$ cat src/sv/rc4_pkg.sv
`default_nettype none

package rc4_pkg;

  localparam int MAX_KEY_BYTES = 256;

  localparam logic CMD_KEY  = 1'b0;
  localparam logic CMD_DATA = 1'b1;

  typedef struct packed {
    logic       command;
    logic [7:0] value;
    logic       key_last;
  } in_item_t;

  typedef struct packed {
    logic [7:0] data_out;
    logic       no_key;
  } out_item_t;

endpackage

`default_nettype wire

$ cat src/sv/rc4_stream_cipher_top.sv
// rc4 stream cipher
// in_item: command selects key load or data byte. key bytes are stored one per
// cycle while in_stall is low; the byte with key_last set starts the key
// schedule, which fills the permutation memory and scrambles it (read, read,
// write, write per entry); in_stall stays high until the schedule ends.
// key bytes give no result. a data byte gives one result on out_item: the
// input byte xor one keystream byte, or the byte unchanged with no_key set
// when no key has been scheduled since reset.
// a keyed data byte passes through the G1, G2 and G3 steps: its result is
// loaded into the output register in G3 and the next item is taken once the
// engine is back in idle. the steps follow the read, read, read-and-write, write
// sequence on the single write port of the permutation memory. pass-through
// bytes and key bytes are taken every cycle while the output register is free.
// the output register holds a result while out_stall is high; the engine
// waits in its final step and in_stall stays high until the register frees.
// reset (rst_n low at a clock edge) clears the key count, the indices and the
// key-ready flag; the memories are not cleared.
`default_nettype none

module rc4_stream_cipher_top
  import rc4_pkg::*;
(
  input  wire logic      clk,
  input  wire logic      rst_n,
  input  wire logic      in_valid,
  input  wire in_item_t  in_item,
  output logic           in_stall,
  output logic           out_valid,
  output out_item_t      out_item,
  input  wire logic      out_stall
);

  localparam logic [3:0] ST_IDLE = 4'd0;
  localparam logic [3:0] ST_INIT = 4'd1;
  localparam logic [3:0] ST_SA   = 4'd2;
  localparam logic [3:0] ST_SB   = 4'd3;
  localparam logic [3:0] ST_SC   = 4'd4;
  localparam logic [3:0] ST_SD   = 4'd5;
  localparam logic [3:0] ST_G1   = 4'd6;
  localparam logic [3:0] ST_G2   = 4'd7;
  localparam logic [3:0] ST_G3   = 4'd8;

  localparam logic [8:0] KEY_LIMIT = 9'(MAX_KEY_BYTES);

  logic [7:0] perm_mem [256];
  logic [7:0] key_mem  [256];
  logic [7:0] perm_rd_r;
  logic [7:0] key_rd_r;

  logic       perm_we;
  logic [7:0] perm_waddr;
  logic [7:0] perm_wdata;
  logic       perm_re;
  logic [7:0] perm_raddr;
  logic       key_we;
  logic       key_re;

  logic [3:0] state_r, state_nxt;
  logic [7:0] i_r, i_nxt;
  logic [7:0] j_r, j_nxt;
  logic [7:0] k_r, k_nxt;
  logic [7:0] kidx_r, kidx_nxt;
  logic [8:0] key_count_r, key_count_nxt;
  logic       key_ready_r, key_ready_nxt;
  logic       out_valid_r, out_valid_nxt;

  logic [8:0] n_r, n_nxt;
  logic       key_zero_r, key_zero_nxt;
  logic [7:0] si_r, si_nxt;
  logic [7:0] sj_r, sj_nxt;
  logic [7:0] t_r, t_nxt;
  logic [7:0] value_r, value_nxt;
  out_item_t  out_item_r, out_item_nxt;

  logic       slot_free;
  logic       in_fire;
  logic       key_room;
  logic [8:0] cnt_inc;
  logic [7:0] kb;
  logic [7:0] sb_j;
  logic [7:0] g1_j;
  logic [7:0] g2_t;
  logic [7:0] ks;
  logic       kidx_wrap;
  logic       out_load;

  assign slot_free = !out_valid_r || !out_stall;
  assign in_stall  = (state_r != ST_IDLE) || !slot_free;
  assign in_fire   = in_valid && !in_stall;
  assign key_room  = key_count_r < KEY_LIMIT;
  assign cnt_inc   = key_count_r + {8'd0, key_room};
  assign kb        = key_zero_r ? 8'd0 : key_rd_r;
  assign sb_j      = j_r + perm_rd_r + kb;
  assign g1_j      = j_r + perm_rd_r;
  assign g2_t      = si_r + perm_rd_r;
  assign ks        = (t_r == j_r) ? si_r : ((t_r == i_r) ? sj_r : perm_rd_r);
  assign kidx_wrap = ({1'b0, kidx_r} == (n_r - 9'd1));

  assign out_valid = out_valid_r;
  assign out_item  = out_item_r;

  always_comb begin
    state_nxt     = state_r;
    i_nxt         = i_r;
    j_nxt         = j_r;
    k_nxt         = k_r;
    kidx_nxt      = kidx_r;
    key_count_nxt = key_count_r;
    key_ready_nxt = key_ready_r;
    n_nxt         = n_r;
    key_zero_nxt  = key_zero_r;
    si_nxt        = si_r;
    sj_nxt        = sj_r;
    t_nxt         = t_r;
    value_nxt     = value_r;
    out_load      = 1'b0;
    out_item_nxt  = out_item_r;
    perm_we       = 1'b0;
    perm_waddr    = k_r;
    perm_wdata    = k_r;
    perm_re       = 1'b0;
    perm_raddr    = k_r;
    key_we        = 1'b0;
    key_re        = 1'b0;

    unique case (state_r)
      ST_IDLE: begin
        if (in_fire) begin
          if (in_item.command == CMD_KEY) begin
            key_we        = key_room;
            key_count_nxt = cnt_inc;
            if (in_item.key_last) begin
              key_zero_nxt  = (cnt_inc == 9'd0);
              n_nxt         = (cnt_inc == 9'd0) ? 9'd1 : cnt_inc;
              key_count_nxt = 9'd0;
              k_nxt         = 8'd0;
              state_nxt     = ST_INIT;
            end
          end else if (key_ready_r) begin
            i_nxt      = i_r + 8'd1;
            perm_re    = 1'b1;
            perm_raddr = i_r + 8'd1;
            value_nxt  = in_item.value;
            state_nxt  = ST_G1;
          end else begin
            out_load              = 1'b1;
            out_item_nxt.data_out = in_item.value;
            out_item_nxt.no_key   = 1'b1;
          end
        end
      end
      ST_INIT: begin
        perm_we    = 1'b1;
        perm_waddr = k_r;
        perm_wdata = k_r;
        k_nxt      = k_r + 8'd1;
        if (k_r == 8'hFF) begin
          j_nxt     = 8'd0;
          kidx_nxt  = 8'd0;
          state_nxt = ST_SA;
        end
      end
      ST_SA: begin
        perm_re    = 1'b1;
        perm_raddr = k_r;
        key_re     = 1'b1;
        state_nxt  = ST_SB;
      end
      ST_SB: begin
        j_nxt      = sb_j;
        si_nxt     = perm_rd_r;
        perm_re    = 1'b1;
        perm_raddr = sb_j;
        state_nxt  = ST_SC;
      end
      ST_SC: begin
        perm_we    = 1'b1;
        perm_waddr = k_r;
        perm_wdata = perm_rd_r;
        state_nxt  = ST_SD;
      end
      ST_SD: begin
        perm_we    = 1'b1;
        perm_waddr = j_r;
        perm_wdata = si_r;
        k_nxt      = k_r + 8'd1;
        kidx_nxt   = kidx_wrap ? 8'd0 : kidx_r + 8'd1;
        if (k_r == 8'hFF) begin
          i_nxt         = 8'd0;
          j_nxt         = 8'd0;
          key_ready_nxt = 1'b1;
          state_nxt     = ST_IDLE;
        end else begin
          state_nxt = ST_SA;
        end
      end
      ST_G1: begin
        j_nxt      = g1_j;
        si_nxt     = perm_rd_r;
        perm_re    = 1'b1;
        perm_raddr = g1_j;
        state_nxt  = ST_G2;
      end
      ST_G2: begin
        perm_we    = 1'b1;
        perm_waddr = i_r;
        perm_wdata = perm_rd_r;
        sj_nxt     = perm_rd_r;
        t_nxt      = g2_t;
        perm_re    = 1'b1;
        perm_raddr = g2_t;
        state_nxt  = ST_G3;
      end
      ST_G3: begin
        if (slot_free) begin
          perm_we               = 1'b1;
          perm_waddr            = j_r;
          perm_wdata            = si_r;
          out_load              = 1'b1;
          out_item_nxt.data_out = value_r ^ ks;
          out_item_nxt.no_key   = 1'b0;
          state_nxt             = ST_IDLE;
        end
      end
      default: begin
        state_nxt = ST_IDLE;
      end
    endcase

    out_valid_nxt = out_load ? 1'b1 : (out_valid_r && out_stall);
  end

  // permutation memory
  always_ff @(posedge clk) begin
    if (perm_we) begin
      perm_mem[perm_waddr] <= perm_wdata;
    end
    if (perm_re) begin
      perm_rd_r <= perm_mem[perm_raddr];
    end
  end

  // key memory
  always_ff @(posedge clk) begin
    if (key_we) begin
      key_mem[key_count_r[7:0]] <= in_item.value;
    end
    if (key_re) begin
      key_rd_r <= key_mem[kidx_r];
    end
  end

  always_ff @(posedge clk) begin
    if (!rst_n) begin
      state_r     <= ST_IDLE;
      i_r         <= 8'd0;
      j_r         <= 8'd0;
      k_r         <= 8'd0;
      kidx_r      <= 8'd0;
      key_count_r <= 9'd0;
      key_ready_r <= 1'b0;
      out_valid_r <= 1'b0;
    end else begin
      state_r     <= state_nxt;
      i_r         <= i_nxt;
      j_r         <= j_nxt;
      k_r         <= k_nxt;
      kidx_r      <= kidx_nxt;
      key_count_r <= key_count_nxt;
      key_ready_r <= key_ready_nxt;
      out_valid_r <= out_valid_nxt;
    end
  end

  always_ff @(posedge clk) begin
    n_r        <= n_nxt;
    key_zero_r <= key_zero_nxt;
    si_r       <= si_nxt;
    sj_r       <= sj_nxt;
    t_r        <= t_nxt;
    value_r    <= value_nxt;
    out_item_r <= out_item_nxt;
  end

`ifndef SYNTHESIS
  a_data_seq: assert property (@(posedge clk) disable iff (!rst_n)
    in_fire && (in_item.command == CMD_DATA) && key_ready_r
      |=> (state_r == ST_G1) ##1 (state_r == ST_G2))
    else $error("keyed data byte did not enter the generator sequence");

  a_key_ready_sticky: assert property (@(posedge clk) disable iff (!rst_n)
    !$fell(key_ready_r))
    else $error("key ready flag dropped");

  a_no_write_idle: assert property (@(posedge clk) disable iff (!rst_n)
    perm_we |-> (state_r != ST_IDLE))
    else $error("permutation write while idle");

  a_len_nonzero: assert property (@(posedge clk) disable iff (!rst_n)
    (state_r == ST_SA || state_r == ST_SB || state_r == ST_SC || state_r == ST_SD)
      |-> (n_r != 9'd0) && (n_r <= KEY_LIMIT))
    else $error("key length out of range during schedule");
`endif

endmodule

`default_nettype wire
$ cat config.mk
export PLATFORM = sky130hd
export DESIGN_NAME = rc4_stream_cipher_top
export DESIGN_NICKNAME = d
export VERILOG_FILES = /design/src/sv/rc4_pkg.sv /design/src/sv/rc4_stream_cipher_top.sv
export SDC_FILE = /design/constraint.sdc
export NUM_CORES = 2
export LEC_CHECK = 0
export ABC_AREA = 1
export BUFFER_PORTS_ARGS = -buffer_cell sky130_fd_sc_hd__buf_2
export CAP_MARGIN = 0
export CORE_MARGIN = 5
export CORE_UTILIZATION = 57
export CTS_CLUSTER_DIAMETER = 100
export CTS_CLUSTER_SIZE = 25
export DETAILED_ROUTE_END_ITERATION = 16
export PLACE_DENSITY = 0.73
export SYNTH_ARGS = -nofsm -noshare
export SYNTH_HDL_FRONTEND = slang
export SYNTH_SLANG_ARGS = --single-unit
$ cat constraint.sdc
create_clock -name clk -period 16.78 [get_ports clk]
set_input_delay 5.034 -clock clk [delete_from_list [all_inputs] [get_ports clk]]
set_output_delay 5.034 -clock clk [all_outputs]
set_load 0.1 [all_outputs]
==> metrics.txt <==
status=completed; CP endpoint kind=output port; Avg Inst Size Synth=12.1 µm²; synthesized area=172000 µm²; Worst setup SP type=input pin; sequential share of the synthesized area=73.3%; clk_skew=0.0732 ns; core area=300000 µm²; Synth top area share=72.7%; die height=559 µm; total CTS buffers=191; Max stage delay on crit path=0.46 ns; Slew HR=11.1%; simple-gate area share of the yosys netlist=16.7%; Synth Flop Type=edfxtp_1; Hold Vio Cnt, Final=0; post-synth cell types=50; clock buffer depth=4; actual slew at the worst max-slew pin=1.33 ns; Post-CTS Hold Buffers=0; Worst-Skew Late Latency=0.92 ns; drt first pass iters=9; Die W=559 µm; CP startpoint=out_stall; io pins=25; Min-Delay Startpoint=key_count_r[8]; Compound-Gate Fraction of Synth Area=6.57%; CP max FO=17; Worst Path Arrival=6.30 ns; final worst setup slack=5.45 ns; CP dominant cell by count=buf_2; Via Count=113k; post-layout minimum cycle time=11.33 ns; unrepaired setup endpoints after global routing=no; largest family of logic cells by synthesized area=simple AND/OR/NAND/NOR gates; All-Layer GR Usage=27.9%; vias per cell=6.44; CP required=11.75 ns; vias in the first global route=104k; H-tree levels=4; setup TNS=0 ns; DR DRC count=0; Synthesized Nets=14.3k; Site Rows=201; Root Buffer=clkbuf_16; largest net degree at the start of global routing=227; postcts setup bufs=0; worst-path cell chain=buf_2, nand2_1, nand3_1, buf_2; max cap viols=0; TritonCTS clock tree=built; antenna-violating nets left=0; Gate Count Post-Synth=14.2k; die area=313000 µm²; CP max stage cell=buf_2; top cell type by total area after synthesis=edfxtp_1; dpl ws=5.47 ns; adder-cell share of the synthesized area=0.231%; Clock Sinks=4210; Routed WL=452 mm; final-stage net count=13.6k; YS warnings=0; first-pass GRT wire length=671 mm; synth-to-layout area growth=4.49%; RR Startpoint=state_r[0]; PD cells=113 nW/µm²; Setup-failing EPs final=0; PostCTS Resize Cnt=0; FFs w/ async S/R, synth=0%; FMAX=88.3 MHz; fraction of layout cells with a size suffix above 1=3.45%; WS Path Type=input pin to output port; worst min-delay path category=flop to flop; Initial Util=57.3%; GPL Wtd Cong=0.918; fin. max-slew vios=0; top cells by area, synth=edfxtp_1, nand3_1, nand2_1; DR WL/cell=25.7 µm; Fillers=23.0k; grt ovf=0; Leak=58.6 nW; #FFs+latches synth=4210; mux cell area share after synthesis=0%; Max VDD drop=0.182 mV; Post-synth EDFFs=4163; Port Buf Inserts=24; XOR/XNOR share of the synthesized area=0.295%; Reg clk slew, reported paths=0.10 ns; hpwl dp=245 mm; initial drt markers=17.1k; Period Utilization, post-route=67.5%; initial antenna violation count=12
==> area by class of cell <==
| cell class | count | area [µm²] | area share (%) |
|---|---|---|---|
| flip-flops and latches | 4210 | 126000 | 70.1 |
| multi-input cells | 8829 | 41200 | 23.0 |
| clock buffers | 246 | 5070 | 2.82 |
| well taps | 3958 | 4950 | 2.76 |
| repair buffers | 169 | 1630 | 0.905 |
| inverters | 164 | 656 | 0.365 |
| clock inverters | 11 | 116 | 0.0648 |
| diodes | 10 | 25.0 | 0.0139 |
==> report_power, final <==
| group | leakage (nW) | internal, W | switching, W |
|---|---|---|---|
| logic | 18.2 | 0.000828 | 0.00247 |
| registers | 37.8 | 0.0117 | 0.0000300 |
| clock network | 2.52 | 0.00214 | 0.00311 |
| total | 58.6 | 0.0146 | 0.00561 |
==> worst max-delay path, delay by kind of cell <==
kind / cells / cell delay, ns
and+or+nand+nor: 2 / 0.72
buffers and inverters: 2 / 0.54
==> synthesized netlist by cell type (all sizes together), types with 8 or more instances <==
cell type and instances:
xnor2 9, a21oi 79, edfxtp 4163, nand3b 17, buf 429, clkbuf 613
nand2 1978, inv 161, nand4 8, ha 27, a211oi 9, nand3 2727
xor2 49, o22ai 630, nor3 39, or2 9, nor2 1881, o21ai 1319
dfxtp 47
==> registers in the layout, summed over array words and instances (netlist names), 9 cells and up <==
name and cells:
key_mem 2048, perm_mem 2048, key_count_r 9, n_r 9, out_item 9
==> per-layer routing <==
metal	routed length (µm)	share of wire (%)	vias up	global-route usage, %
li1	-	-	50250	-
met1	175000	39	55006	40.9
met2	205000	45	7128	42.1
met3	52800	12	931	5.55
met4	18200	4.0	2	9.67
met5	8	0.0018	-	0
==> placed cells by master, fill, tap and decap left out, drive strengths merged, types with 3 or more instances in the layout <==
master / synthesis / routed
a211oi: 9 / 9
a21oi: 79 / 79
a22oi: 7 / 7
a31oi: 7 / 7
buf: 429 / 169
clkbuf: 613 / 246
clkinv: 3 / 8
dfxtp: 47 / 47
diode: 0 / 10
edfxtp: 4163 / 4163
fa: 3 / 3
ha: 27 / 27
inv: 161 / 167
nand2: 1978 / 1978
nand3: 2727 / 2727
nand3b: 17 / 17
nand4: 8 / 8
nor2: 1881 / 1881
nor3: 39 / 39
nor4: 7 / 7
o2111ai: 7 / 7
o21ai: 1319 / 1319
o22ai: 630 / 630
o31ai: 3 / 3
or2: 9 / 9
xnor2: 9 / 9
xor2: 49 / 49
==> kinds of logic after synthesis <==
family                     count (synthesis)
and+or+nand+nor                         6669
DFF                                     4210
AOI/OAI and AO/OA                       2072
buffers and inverters                   1206
xor gates and xnor gates                  58
adders and majority gates                 30
==> through the flow <==
stage | power (W) | std cells | cell area (µm²) | hold slack [ns] | utilization [%]
6_report | 0.0202 | 17597 | 180000 | 0.528 | 59.9
5_1_grt | 0.0209 | 17589 | 180000 | 0.545 | 59.9
4_1_cts | 0.0202 | 17587 | 180000 | 0.524 | 59.9
3_5_place_dp | 0.0152 | 17330 | 174000 | 0.508 | 58.1
3_3_place_gp | 0.0151 | 17330 | 174000 | 0.498 | 58.1
2_1_floorplan | 0.0142 | 14245 | 172000 | 0.477 | -
==> worst paths after layout <==
check	cells after the start	slack, ns	endpoint
min	2	0.53	key_count_r[8]
min reg2reg	2	0.53	key_count_r[8]
max	4	5.45	in_stall
max reg2reg	20	10.05	perm_rd_r[7]
(Power assumes the default switching activity.)
